`src/hw/rtl/assert_macros.svh`:
```
// ----------------------------------------------------------------------------
// assertion macros
// shared concurrent assertion forms, clocked on clk and disabled in rst
// ----------------------------------------------------------------------------
`ifndef ASSERT_MACROS_SVH
`define ASSERT_MACROS_SVH

// expression holds at every edge outside reset
`define ASSERT_ALWAYS(lbl, expr, msg) \
  lbl: assert property (@(posedge clk) disable iff (rst) (expr)) else $error(msg);

// antecedent in this cycle implies consequent in the same cycle
`define ASSERT_IMPL(lbl, pre, post, msg) \
  lbl: assert property (@(posedge clk) disable iff (rst) (pre) |-> (post)) else $error(msg);

// antecedent in this cycle implies consequent in the next cycle
`define ASSERT_NEXT(lbl, pre, post, msg) \
  lbl: assert property (@(posedge clk) disable iff (rst) (pre) |=> (post)) else $error(msg);

`endif

```
`src/hw/rtl/ntpodc_pkg.sv`:
```
// ----------------------------------------------------------------------------
// ntpodc_pkg
// shared types and constants of the ntp offset and delay calculator
// ----------------------------------------------------------------------------
`default_nettype none

package ntpodc_pkg;

  // nanoseconds in one second
  localparam logic [29:0] NS_PER_SEC = 30'd1000000000;

  // floor(2^64 / 1e9) = 4 * 2^32 + RECIP_LO
  localparam int unsigned RECIP_HI_SHIFT = 2;
  localparam logic [30:0] RECIP_LO = 31'd1266874889;

  // default depth of the queue between front and back
  localparam int unsigned FIFO_DEPTH = 4;

  // one response that will produce a result
  typedef struct packed {
    logic [31:0] orig_seconds;
    logic [31:0] orig_nanos;
    logic [31:0] recv_seconds;
    logic [31:0] recv_nanos;
    logic [31:0] xmit_seconds;
    logic [31:0] xmit_nanos;
    logic [31:0] local_seconds;
    logic [29:0] local_nanos;
  } job_t;

endpackage

`default_nettype wire

```
`src/hw/rtl/ntpodc_front.sv`:
```
// ----------------------------------------------------------------------------
// ntpodc_front
// accepts responses, drops bad frames, latches arrival time, queues jobs
// ----------------------------------------------------------------------------
`default_nettype none
`include "assert_macros.svh"

module ntpodc_front
  import ntpodc_pkg::*;
(
  input  wire logic        clk,
  input  wire logic        rst,
  input  wire logic        in_valid,
  output logic             in_stall,
  input  wire logic        frame_ok,
  input  wire logic [31:0] orig_seconds,
  input  wire logic [31:0] orig_nanos,
  input  wire logic [31:0] recv_seconds,
  input  wire logic [31:0] recv_nanos,
  input  wire logic [31:0] xmit_seconds,
  input  wire logic [31:0] xmit_nanos,
  input  wire logic [31:0] local_seconds,
  input  wire logic [29:0] local_nanos,
  input  wire logic        full,
  output logic             push,
  output job_t             push_data
);

  logic        stamp_held;
  logic [31:0] held_seconds;
  logic [29:0] held_nanos;
  logic        accept;
  logic        first_resp;

  assign in_stall   = full;
  assign accept     = in_valid && !full;
  assign first_resp = (xmit_seconds == 32'd0);
  assign push       = accept && frame_ok && !first_resp && stamp_held;

  always_comb begin
    push_data.orig_seconds  = orig_seconds;
    push_data.orig_nanos    = orig_nanos;
    push_data.recv_seconds  = recv_seconds;
    push_data.recv_nanos    = recv_nanos;
    push_data.xmit_seconds  = xmit_seconds;
    push_data.xmit_nanos    = xmit_nanos;
    push_data.local_seconds = held_seconds;
    push_data.local_nanos   = held_nanos;
  end

  always_ff @(posedge clk) begin
    if (rst) begin
      stamp_held <= 1'b0;
    end else if (accept && frame_ok) begin
      if (first_resp) begin
        stamp_held <= 1'b1;
      end else if (stamp_held) begin
        stamp_held <= 1'b0;
      end
    end
  end

  // latched time, no reset: only read while stamp_held is set
  always_ff @(posedge clk) begin
    if (accept && frame_ok && first_resp) begin
      held_seconds <= local_seconds;
      held_nanos   <= local_nanos;
    end
  end

  `ASSERT_IMPL(a_push_needs_stamp, push, stamp_held, "job queued without a latched time")
  `ASSERT_NEXT(a_push_consumes, push, !stamp_held, "latched time not consumed by job")

endmodule

`default_nettype wire

```
`config.mk`:
```
export PLATFORM = sky130hd
export DESIGN_NAME = ntpodc_front
export DESIGN_NICKNAME = d
export VERILOG_FILES = /design/src/hw/rtl/ntpodc_pkg.sv /design/src/hw/rtl/ntpodc_front.sv
export VERILOG_INCLUDE_DIRS = /design/src /design/src/hw/rtl
export SDC_FILE = /design/constraint.sdc
export NUM_CORES = 1
export LEC_CHECK = 0
export ABC_AREA = 0
export BUFFER_PORTS_ARGS = -buffer_cell sky130_fd_sc_hd__clkbuf_2
export CORE_AREA = 3 3 198 200
export CTS_CLUSTER_SIZE = 10
export DETAILED_ROUTE_END_ITERATION = 10
export DIE_AREA = 0 0 201 203
export GPL_ROUTABILITY_DRIVEN = 0
export GPL_TIMING_DRIVEN = 0
export SKIP_LAST_GASP = 1
export SYNTH_ARGS = -nofsm -noshare
export SYNTH_HDL_FRONTEND = slang
export SYNTH_SLANG_ARGS = --single-unit
```
`constraint.sdc`:
```
create_clock -name clk -period 16.3 [get_ports clk]
set_input_delay 0.815 -clock clk [delete_from_list [all_inputs] [get_ports clk]]
set_output_delay 0.815 -clock clk [all_outputs]
set_load 0.1 [all_outputs]
```
==> out/qor.txt <==
Status -> finished, final reports clean
Power per cell area -> 101 nW/um2
Post CTS Setup Buffer Count -> 0
First-pass GRT wire length -> 19,500 um
Metal-1 WL -> 5550 um
VDD IR-drop max -> 0.0000345 V
Avg Inst Size Synth -> 12.7 um2
H-tree depth -> 3
Synth Net Count -> 532
DRC -> 0
Worst EP required -> 15.49 ns
Place WS -> 12.75 ns
RSZ-0062 raised after global routing -> false
Vias -> 3,156
Starting Density -> 9.23%
IO Port Bufs -> 354
TritonCTS clock tree -> built
Worst setup path class -> primary input to output port
Synth Area in Adders -> 0%
Share of layout cells above drive strength 1 -> 88.4%
DRT Pass-1 Iters -> 4
Pins Over Slew Limit -> 0
Top routing layer used -> met5
Yosys warning count -> 0
Global route overflow -> 0
Setup-failing EPs final -> 0
Io pins -> 515
Initial antenna violation count -> 8
Fin. Hold Viols -> 0
Vias in the first global route -> 3,145
Die Ht -> 203 um
Hold slack -> 0.508 ns
Tightest Hold Check Type -> register to register
Final net count -> 903
Post-DP HPWL -> 13,300 um
Wire per inst -> 12.5 um
Root Buffer -> clkbuf_16
Routed Antenna Nets -> 0
Overall Power -> 0.000633 W
Total global-route track usage -> 6.41%
Num CTS Buffers -> 9
Setup TNS -> 0 ns
Cell leakage power -> 3.15 nW
Max-cap check violation count -> 0
Metal3 WL -> 1550 um
Clock Path Buffers -> 2
Crit path DAT -> 2.57 ns
Post-Synthesis Cells -> 273
Layout filler cell count -> 4,172
Peak Freq -> 295 MHz
Layout area overhead -> 80.2%
Rows -> 71
Sink Count -> 63
Post-CTS Hold Fix Bufs -> 0
Routed wire length -> 14,500 um
Horiz. Die Dim -> 201 um
Die area -> 40,800 um2
Worst skew pair latency -> 0.33 ns
Worst Tran Pin Value -> 0.743 ns
Cell taking the most area after synthesis -> edfxtp_1
Worst Clk Skew -> 0 ns
Synth cell types -> 12
Synthesized flop and latch total -> 63
Multiplexer share of the synthesized area -> 0%
Compound-Gate Fraction of Synth Area -> 0.685%
Largest net degree at the start of global routing -> 15
Area fraction of the dominant cell type after synthesis -> 53.7%
Reg clk slew, reported paths -> 0.06 ns
Final period util -> 20.8%
Post-synthesis simple-gate area fraction -> 3.21%
Crit path launch type -> primary input
Post-CTS resize count -> 0
Met2 routed WL -> 7200 um
Largest family of logic cells by synthesized area -> buffers and inverters
Max_slew headroom -> 50.0%
Seq/Total Area, Yosys -> 54.2%
Mapped Area -> 3470 um2
DRT iter0 DRCs -> 89
Xor and xnor area share after synthesis -> 0%
Vias per inst -> 2.72
Core Box Area -> 37,600 um2
CP Capture Type -> output port
Clock period minus worst slack -> 3.39 ns
Area contributors post-synth -> edfxtp_1 (54%), buf_4 (42%), nor4_2 (1.4%)
Final WS setup -> 12.91 ns
CP max FO -> 3
-- per-layer routing --
metal	vias up	track usage [%]
met5	-	0
met4	12	1.28
met3	20	3.46
met2	221	10.4
met1	1433	7.53
li1	1470	-
-- critical path: stages --
cell      delay [ns]
clkbuf_2        0.09
nor4_1          0.66
nand4_1         0.35
o21a_1          0.27
clkbuf_2        0.38
-- per-stage QoR --
stage                     utilization [%]  cell area (um2)  instances
after detailed placement             15.8             5950       1144
after global placement               15.6             5880       1138
after global routing                 16.6             6250       1162
final                                16.6             6250       1162
after CTS                            16.6             6250       1160
after floorplan                         -             3470        273
-- cell families (layout without fill, tap and decap cells) --
family | count (synthesis) | count (layout)
buffers and inverters | 194 | 570
AO/OA/AOI/OAI | 2 | 2
flip-flops | 63 | 63
other | 0 | 2
AND/OR/NAND/NOR | 14 | 14
-- worst paths after layout --
| path | start | endpoint | slack [ns] | cells past startpoint |
|---|---|---|---|---|
| hold reg to reg | stamp_held$_SDFFE_PP0P_ | stamp_held$_SDFFE_PP0P_ | 0.51 | 2 |
| setup reg to reg | stamp_held$_SDFFE_PP0P_ | stamp_held$_SDFFE_PP0P_ | 15.71 | 2 |
| hold / removal | stamp_held$_SDFFE_PP0P_ | stamp_held$_SDFFE_PP0P_ | 0.51 | 2 |
| setup / recovery | xmit_seconds[9] | push | 12.91 | 5 |
-- flip-flops by register name (all words and copies together), names as in the netlist --
| name | flops |
|---|---|
| held_nanos | 30 |
| held_seconds | 32 |
| stamp_held | 1 |
-- power breakdown --
group          leakage [nW]  internal (W)        switching (W)
combinational          2.45     0.0000528             0.000208
sequential            0.565      0.000178  0.00000000000000398
clock                 0.135      0.000119            0.0000744
-- cells in the final DEF, fill, tap and decap left out, types with 2 or more instances in the layout --
cell          n
clkbuf_2    354
buf_4       194
edfxtp_1     62
clkbuf_16     9
buf_6         5
nor4_2        4
nor4_1        4
clkinvlp_4    3
diode_2       2
nand3b_1      2
nand4_1       2
-- Yosys cell counts --
cell,n
edfxtp_1,62
nand3b_1,2
o41ai_2,1
nor2_1,1
nor4_1,4
nand4_1,2
nor4_2,4
o21a_1,1
inv_1,1
dfxtp_1,1
buf_4,193
nor3_1,1
-- area by class of cell --
class	instances	area, um2	area share, %
Timing Repair Buffer	360	1840	29.4
Antenna cell	2	5.00	0.0800
Sequential cell	63	1880	30.1
Multi-Input combinational cell	16	140	2.24
Buffer	193	1450	23.2
Clock buffer	10	229	3.66
Tap cell	511	639	10.2
Clock inverter	6	70.1	1.12
Inverter	1	3.75	0.0600
Note: power is estimated with default switching activity, not from simulation.
