## src/hw/rtl/assert_macros.svh

```systemverilog
// ----------------------------------------------------------------------------
// assertion macros
// shared concurrent assertion forms, clocked on clk and disabled in rst
// ----------------------------------------------------------------------------
`ifndef ASSERT_MACROS_SVH
`define ASSERT_MACROS_SVH

// expression holds at every edge outside reset
`define ASSERT_ALWAYS(lbl, expr, msg) \
  lbl: assert property (@(posedge clk) disable iff (rst) (expr)) else $error(msg);

// antecedent in this cycle implies consequent in the same cycle
`define ASSERT_IMPL(lbl, pre, post, msg) \
  lbl: assert property (@(posedge clk) disable iff (rst) (pre) |-> (post)) else $error(msg);

// antecedent in this cycle implies consequent in the next cycle
`define ASSERT_NEXT(lbl, pre, post, msg) \
  lbl: assert property (@(posedge clk) disable iff (rst) (pre) |=> (post)) else $error(msg);

`endif

```

## src/hw/rtl/ntpodc_pkg.sv

```systemverilog
// ----------------------------------------------------------------------------
// ntpodc_pkg
// shared types and constants of the ntp offset and delay calculator
// ----------------------------------------------------------------------------
`default_nettype none

package ntpodc_pkg;

  // nanoseconds in one second
  localparam logic [29:0] NS_PER_SEC = 30'd1000000000;

  // floor(2^64 / 1e9) = 4 * 2^32 + RECIP_LO
  localparam int unsigned RECIP_HI_SHIFT = 2;
  localparam logic [30:0] RECIP_LO = 31'd1266874889;

  // default depth of the queue between front and back
  localparam int unsigned FIFO_DEPTH = 4;

  // one response that will produce a result
  typedef struct packed {
    logic [31:0] orig_seconds;
    logic [31:0] orig_nanos;
    logic [31:0] recv_seconds;
    logic [31:0] recv_nanos;
    logic [31:0] xmit_seconds;
    logic [31:0] xmit_nanos;
    logic [31:0] local_seconds;
    logic [29:0] local_nanos;
  } job_t;

endpackage

`default_nettype wire

```

## src/hw/rtl/ntpodc_fifo.sv

```systemverilog
// ----------------------------------------------------------------------------
// ntpodc_fifo
// short job queue between front and back
// ----------------------------------------------------------------------------
`default_nettype none
`include "assert_macros.svh"

module ntpodc_fifo
  import ntpodc_pkg::*;
#(
  parameter int unsigned DEPTH = FIFO_DEPTH
) (
  input  wire logic clk,
  input  wire logic rst,
  input  wire logic push,
  input  wire job_t push_data,
  input  wire logic pop,
  output job_t      pop_data,
  output logic      full,
  output logic      empty
);

  localparam int unsigned PTR_W = (DEPTH > 1) ? $clog2(DEPTH) : 1;
  localparam int unsigned CNT_W = $clog2(DEPTH + 1);
  localparam logic [PTR_W-1:0] PTR_LAST = PTR_W'(DEPTH - 1);

  job_t             slots [DEPTH];
  logic [PTR_W-1:0] wr_ptr;
  logic [PTR_W-1:0] rd_ptr;
  logic [CNT_W-1:0] count;
  logic             do_push;
  logic             do_pop;

  assign full     = (count == CNT_W'(DEPTH));
  assign empty    = (count == '0);
  assign do_push  = push && !full;
  assign do_pop   = pop && !empty;
  assign pop_data = slots[rd_ptr];

  always_ff @(posedge clk) begin
    if (rst) begin
      wr_ptr <= '0;
      rd_ptr <= '0;
      count  <= '0;
    end else begin
      if (do_push) begin
        wr_ptr <= (wr_ptr == PTR_LAST) ? '0 : wr_ptr + PTR_W'(1);
      end
      if (do_pop) begin
        rd_ptr <= (rd_ptr == PTR_LAST) ? '0 : rd_ptr + PTR_W'(1);
      end
      if (do_push && !do_pop) begin
        count <= count + CNT_W'(1);
      end else if (do_pop && !do_push) begin
        count <= count - CNT_W'(1);
      end
    end
  end

  always_ff @(posedge clk) begin
    if (do_push) begin
      slots[wr_ptr] <= push_data;
    end
  end

  `ASSERT_ALWAYS(a_count_range, count <= CNT_W'(DEPTH), "queue count past depth")

endmodule

`default_nettype wire

```

## config.mk

```make
export PLATFORM = sky130hd
export DESIGN_NAME = ntpodc_fifo
export DESIGN_NICKNAME = d
export VERILOG_FILES = /design/src/hw/rtl/ntpodc_pkg.sv /design/src/hw/rtl/ntpodc_fifo.sv
export VERILOG_INCLUDE_DIRS = /design/src /design/src/hw/rtl
export SDC_FILE = /design/constraint.sdc
export NUM_CORES = 1
export LEC_CHECK = 0
export BUFFER_PORTS_ARGS = -buffer_cell sky130_fd_sc_hd__buf_2
export CAP_MARGIN = 20
export CORE_MARGIN = 2
export CORE_UTILIZATION = 45
export CTS_CLUSTER_DIAMETER = 100
export DETAILED_ROUTE_END_ITERATION = 10
export HOLD_SLACK_MARGIN = 0.03
export PLACE_DENSITY_LB_ADDON = 0.25
export SLEW_MARGIN = 20
export SYNTH_ARGS = -nofsm -noshare
export SYNTH_HDL_FRONTEND = slang
export SYNTH_SLANG_ARGS = --single-unit
```

## constraint.sdc

```tcl
create_clock -name clk -period 15.4 [get_ports clk]
set_input_delay 0 -clock clk [delete_from_list [all_inputs] [get_ports clk]]
set_output_delay 0 -clock clk [all_outputs]
set_load 0.005 [all_outputs]
```

==> summary.md, run 1 <==
| Metric | Value |
|---|---|
| # placed instances | 2921 |
| Source-to-sink clock delay at the later pin of the worst-skew pair | 0.66 ns |
| Hold Crit Start | push_data[133] |
| Sort of element at the start of the critical path | flip-flop |
| Routing usage on met3 | 4.50% |
| Final weighted congestion in routability-driven placement | 0.743 |
| Worst-Margin Slew | 1.10 ns |
| Met2 Track Usage GR | 31.2% |
| Mean cell area of the mapped netlist | 26.9 sq um |
| Required time of the critical path | 15.40 ns |
| Clock tree from TritonCTS | built |
| Drt initial violations | 962 |
| Count of different cell masters after synthesis | 23 |
| Setup total negative slack | 0 ns |
| GRT busiest layer | met2 |
| Count of placed standard cells in the final layout, fillers left out | 3372 |
| Total of max-cap violations | 0 |
| Worst rel slew slack | 26.7% |
| Area growth from synthesis to layout | 26.4% |
| Horizontal extent of the die | 291 um |
| Number of rows in the core area | 105 |
| Reg2Reg Capture Point | slots[1][167] |
| Leading cell type in the layout, fill and taps excluded | sky130_fd_sc_hd__edfxtp_1 |
| Syn nets | 1641 |
| Num ports | 514 |
| Synth Cell Area | 37000 sq um |
| ANT nets after route | 0 |
| Minimum clock period | 3.55 ns |
| CTS clock-pin slew for the worst setup and hold paths | 0.06 ns |
| Worst R2R Path Depth | 4 |
| Synth Warn # | 0 |
| Number of port buffers | 513 |
| Remaining routing DRC violations | 0 |
| Flop and latch count out of synthesis | 1025 |
| Post CTS Setup Buffer Count | 0 |
| R2r setup slk | 12.09 ns |
| Commonest cells after routing, fill and taps aside | sky130_fd_sc_hd__edfxtp_1 (1016), sky130_fd_sc_hd__buf_2 (513), sky130_fd_sc_hd__dlygate4sd3_1 (258) |
| PwrDens | 155 nW/um^2 |
| Cells traversed along the worst timing path | buf_4 -> buf_4 -> mux4_2 -> buf_2 |
| Endpoint with the worst hold slack | slots[3][133] |
| Max Buffers Root-to-Sink | 3 |
| Dpl hpwl | 44500 um |
| Fraction of layout instances using a drive strength above 1 | 40.7% |
| Element type at the critical path end | primary output |
| Setup repair after global routing missed its margin | no |
| Highest ir drop seen on vdd | 112 uV |
| Maximum clock frequency | 281 MHz |
| Clk Tree Root Cell | sky130_fd_sc_hd__clkbuf_16 |
| Class of the tightest hold or removal check | input pin to flip-flop |
| Top fanout value on the critical path | 61 |
| Core region area | 81700 sq um |
| Total number of vias | 17.4k |
| Die footprint | 84600 sq um |
| Global-route wire length before repair | 115000 um |
| Routed wire length | 75800 um |
| Cell count after synthesis | 1376 |
| Sequential-to-total area share from yosys stat | 82.9% |
| Number of buffers added by the clock tree synthesis step | 102 |
| Pre-antenna DRT Iters | 4 |
| Leak Pwr | 15.7 nW |
| Reg-to-reg critical path startpoint | count[0] |
| Hold Path Depth | 2 |
| Routed wire per std cell | 22.5 um |
| Crit path max-delay cell type | sky130_fd_sc_hd__buf_4 |
| Remaining global-route overflow | 0 |
| GRT Overall Usage | 17.9% |
| Layout Nets | 2482 |
| Most used cell along the critical path | sky130_fd_sc_hd__buf_4 |
| Antenna violations before repair | 5 |
| Critical path class | flip-flop to primary output |
| Pins over their slew limit | 0 |
| Clock skew | 0.0424 ns |
| Max H-tree Level | 3 |
| Via count of the first global-routing pass | 19.0k |
| Number of clock sinks seen by CTS | 1025 |
| Signal arrival time at the worst endpoint | 3.55 ns |
| Run status | complete, no violations |
| Maximum number of pins on one net before global-route repair | 151 |
| Initial Util | 45.3% |
| Critical path's largest stage delay | 0.80 ns |
| Period Utilization, post-route | 23.1% |
| Final setup violation count | 0 |
| Via/cell ratio | 5.17 |
| Met1 GRT Util | 21.9% |
| Die H | 291 um |
| Hold violation total from the final report | 0 |
## worst max path at each step
stage | startpoint | end
after floorplan | count[0] | slots[0][0]
after global placement | count[0] | slots[0][151]
after detailed placement | count[0] | slots[1][151]
after CTS | flip-flop | pop_data[16]
after global routing | flip-flop | pop_data[16]
final | flip-flop | pop_data[16]
## worst max-delay path, delay by kind of cell (launching register included)
family | cells | cell delay, ns
buffers and inverters | 3 | 1.63
DFF | 1 | 0.66
muxes | 1 | 0.45
## cells in the mapped netlist, drive strengths merged
cell type  number  share of area, %
dfxtp           9              0.49
o21ai           2             0.027
or3             2             0.034
mux2i           2             0.054
edfxtp       1016                82
inv             5             0.051
ha              6              0.20
or3b            1             0.024
nor2            4             0.041
a21oi           3             0.041
nor3            2             0.027
nand2           1             0.010
clkbuf          7             0.071
nand3           2             0.027
and3            4             0.068
fa              1             0.054
buf            51              0.83
o31ai           2             0.041
mux4          254                15
xor2            2             0.047
## flip-flops by register name (all words and copies together) (netlist names), named ones only
signal,count
slots,1016
count,3
rd_ptr,2
wr_ptr,2
## repair_timing
| action | 4_1_cts | 5_1_grt |
|---|---|---|
| resized for setup | 0 | 0 |
| hold buffers | 258 | 0 |
| endpoints found under the hold margin | 1064 | 0 |
## area by class of cell
type,instances,area (sq um)
clock inverter,60,583
fill,5956,34900
tap,1070,1340
inverter,5,18.8
clock buffer,126,2680
antenna,3,7.51
multi-input combinational,288,6000
sequential,1025,30700
timing repair buffer,795,5470
## cell families after synthesis
logic type	share of synthesized area [%]
and+or+nand+nor	0.230
muxes	15.5
adders and majority gates	0.257
AOI/OAI and AO/OA	0.108
DFF	82.9
buffers and inverters	0.953
xor gates and xnor gates	0.0473
## power by group
part	internal (W)	switching [W]	leakage, nW
registers	0.00338	0.0000723	9.39
clock network	0.00137	0.00100	1.60
logic	0.000704	0.000706	4.74
total	0.00546	0.00178	15.7
## routing by layer
metal / share of wire, % / vias up
li1: - / 7699
met1: 38 / 9088
met2: 53 / 513
met3: 6.4 / 119
met4: 2.8 / 6
met5: 0.054 / -
## metrics by stage
step | setup WS [ns] | total power (W) | instance area, sq um | hold WS [ns] | util, %
2_1_floorplan | 8.26 | 0.00435 | 37000 | 0.0989 | -
3_5_place_dp | 12.03 | 0.00488 | 40800 | 0.215 | 50.0
5_1_grt | 11.69 | 0.00753 | 46800 | 0.0662 | 57.3
4_1_cts | 11.72 | 0.00733 | 46700 | 0.0331 | 57.1
6_report | 11.85 | 0.00724 | 46800 | 0.0858 | 57.3
3_3_place_gp | 12.09 | 0.00486 | 40800 | 0.209 | 49.9
Note: power is estimated with default switching activity, not from simulation.
==> inputs of run 2 (changes only) <==
Clock period 15.4 ns to 3.05 ns, I/O delays scaled along.
==> run 2 against run 1 <==
Compared with the run above:
- sequential power grew to 5.0 times the previous value
- largest cell class unchanged
- critical path depth grew 4
- via count grew 2.1%
- sequential share of layout area shrank 0.78 points
- routed wire length grew 3.3%
- die area is the same
- clock power grew to 5.1 times the previous value
- first-iteration DRC count grew 19%
- clock-buffer cell count grew 8
- combinational power grew to 5.3 times the previous value
- cell area grew 1.2%
- highest routed layer unchanged
- cell count grew 1.3%
==> summary.md, run 2 (same netlist as run 1, synthesis figures left out) <==
| Metric | Value |
|---|---|
| Run status | complete, no violations |
| Commonest cells after routing, fill and taps aside | sky130_fd_sc_hd__edfxtp_1 (1016), sky130_fd_sc_hd__buf_2 (513), sky130_fd_sc_hd__dlygate4sd3_1 (258) |
| Period Utilization, post-route | 92.8% |
| GRT Overall Usage | 18.6% |
| Drt initial violations | 1149 |
| Critical path class | flip-flop to flip-flop |
| Remaining routing DRC violations | 0 |
| Via/cell ratio | 5.21 |
| Signal arrival time at the worst endpoint | 3.43 ns |
| Most flop-heavy register | slots |
| Routed wire per std cell | 22.9 um |
| Global-route wire length before repair | 119000 um |
| Clock tree from TritonCTS | built |
| Hold Crit Start | push_data[38] |
| # placed instances | 2964 |
| Clock skew | 0.0445 ns |
| Worst rel slew slack | 56.9% |
| Remaining global-route overflow | 0 |
| DP Area | 41500 sq um |
| Area growth from synthesis to layout | 27.9% |
| Core region area | 81700 sq um |
| Number of filler instances in the final layout | 5949 |
| Total of max-cap violations | 0 |
| Area occupied by multi-input gates | 6000 sq um |
| Total number of vias | 17.8k |
| Setup WS pre-CTS | 0.731 ns |
| Summed area of non-filler cells in the final layout | 47400 sq um |
| Crit path max-delay cell type | sky130_fd_sc_hd__dlygate4sd3_1 |
| Switching share of power | 24.6% |
| Count of placed standard cells in the final layout, fillers left out | 3416 |
| Cells traversed along the worst timing path | o31ai_1 -> ha_1 -> inv_1 -> fa_1 -> xor2_1 -> or3_1 -> a21oi_1 -> dlygate4sd3_1 |
| Element type at the critical path end | flip-flop |
| Routed wire length | 78300 um |
| Die footprint | 84600 sq um |
| Reg-to-reg critical path startpoint | count[1] |
| Maximum number of pins on one net before global-route repair | 77 |
| Fraction of layout instances using a drive strength above 1 | 41.5% |
| ANT nets after route | 0 |
| Num ports | 514 |
| Number of port buffers | 513 |
| Die H | 291 um |
| Flip-flop count of the largest register, all copies and words added | 1016 |
| Proportion of power drawn by flip-flops and latches | 46.9% |
| Pre-antenna DRT Iters | 5 |
| CTS clock-pin slew for the worst setup and hold paths | 0.06 ns |
| Maximum clock frequency | 353 MHz |
| Clock Power Share | 32.9% |
| Horizontal extent of the die | 291 um |
| Max Buffers Root-to-Sink | 3 |
| Leak Pwr | 16.0 nW |
| Setup repair after global routing missed its margin | no |
| Hold violation total from the final report | 0 |
| Class of the tightest hold or removal check | input pin to flip-flop |
| Worst-case setup margin in the final layout | 0.221 ns |
| Worst-Margin Slew | 0.647 ns |
| Layout Nets | 2522 |
| Pins over their slew limit | 0 |
| Final setup violation count | 0 |
| Internal power consumption | 0.0280 W |
| Number of buffers added by the clock tree synthesis step | 103 |
| Leading cell type in the layout, fill and taps excluded | sky130_fd_sc_hd__edfxtp_1 |
| Top fanout value on the critical path | 5 |
| Clk Tree Root Cell | sky130_fd_sc_hd__clkbuf_16 |
| Antenna violations before repair | 7 |
| Number of rows in the core area | 105 |
| Highest ir drop seen on vdd | 651 uV |
| Max H-tree Level | 3 |
| Required time of the critical path | 3.65 ns |
| Sort of element at the start of the critical path | flip-flop |
| Minimum clock period | 2.83 ns |
| Source-to-sink clock delay at the later pin of the worst-skew pair | 0.66 ns |
| Critical path's largest stage delay | 0.55 ns |
| Via count of the first global-routing pass | 19.3k |
| Final weighted congestion in routability-driven placement | 0.755 |
| PwrDens | 782 nW/um^2 |
| Initial Util | 45.3% |
| Dpl hpwl | 49000 um |
| Crit. Startpoint | count[1] |
| Number of clock sinks seen by CTS | 1025 |
| Net Sw Power | 0.00910 W |
| Total area of sequential cells | 30700 sq um |
| Combinational fraction of design power | 20.2% |
| Largest registers in the final layout | slots: 1016 flops, count: 3 flops |
[run 2: cell types whose count changed in the layout (fill, tap and decap cells not counted), moves of 5 or more]
| cell | previous run | this run |
|---|---|---|
| sky130_fd_sc_hd__buf_12 | 3 | 29 |
| sky130_fd_sc_hd__buf_4 | 15 | 34 |
| sky130_fd_sc_hd__clkbuf_1 | 21 | 28 |
| sky130_fd_sc_hd__clkinv_2 | 18 | 12 |
| sky130_fd_sc_hd__buf_16 | 5 | 0 |
[run 2: final timing paths]
| check | endpoint | slack [ns] | cells past startpoint |
|---|---|---|---|
| setup / recovery | count[2] | 0.22 | 8 |
| hold / removal | slots[2][38] | 0.1 | 2 |
| setup reg to reg | count[2] | 0.22 | 8 |
| hold reg to reg | rd_ptr[0] | 0.50 | 2 |
[run 2: cell type report]
class,count,share of cell area [%]
Sequential cell,1025,64.8
Inverter,5,0.0396
Timing Repair Buffer,834,12.6
Antenna cell,5,0.0264
Clock buffer,134,5.82
Clock inverter,55,1.16
Tap cell,1070,2.83
Multi-Input combinational cell,288,12.7
[run 2: power groups by stage]
stage / sequential, W / clock [W] / combinational, W
final: 0.0174 / 0.0122 / 0.00748
after global routing: 0.0175 / 0.0130 / 0.00805
after CTS: 0.0174 / 0.0125 / 0.00771
after detailed placement: 0.0177 / 0 / 0.00738
after global placement: 0.0176 / 0 / 0.00735
after floorplan: 0.0177 / 0 / 0.00409
[run 2: timing repair]
action                                  4_1_cts  5_1_grt
gates resized for setup                       0        1
hold buffers                                258        0
endpoints found under the setup margin        0        1
buffers inserted                              0        0
endpoints found under the hold margin      1059        0
[run 2: per-stage QoR]
stage | power (W) | util [%] | hold WS, ns | setup TNS [ns]
2_1_floorplan | 0.0218 | - | 0.0989 | -1177.67
3_3_place_gp | 0.0249 | 50.7 | 0.209 | 0
3_5_place_dp | 0.0251 | 50.7 | 0.214 | 0
4_1_cts | 0.0376 | 57.9 | 0.0443 | 0
5_1_grt | 0.0386 | 58.0 | 0.0742 | 0
6_report | 0.0370 | 58.0 | 0.0986 | 0
[run 2: critical path: cells and delay by family, from the launching register on]
family                     cells  cell delay [ns]
AOI/OAI and AO/OA              2             0.66
xor gates and xnor gates       1             0.16
adders and majority gates      2             0.66
buffers and inverters          2             0.61
DFF                            1             0.37
and+or+nand+nor                1             0.31
[run 2: layer usage]
layer  GRT usage [%]  wire length [um]
met2            32.0             40600
met3            4.13              4570
met1            23.1             30200
met5               0                29
met4            7.23              2870
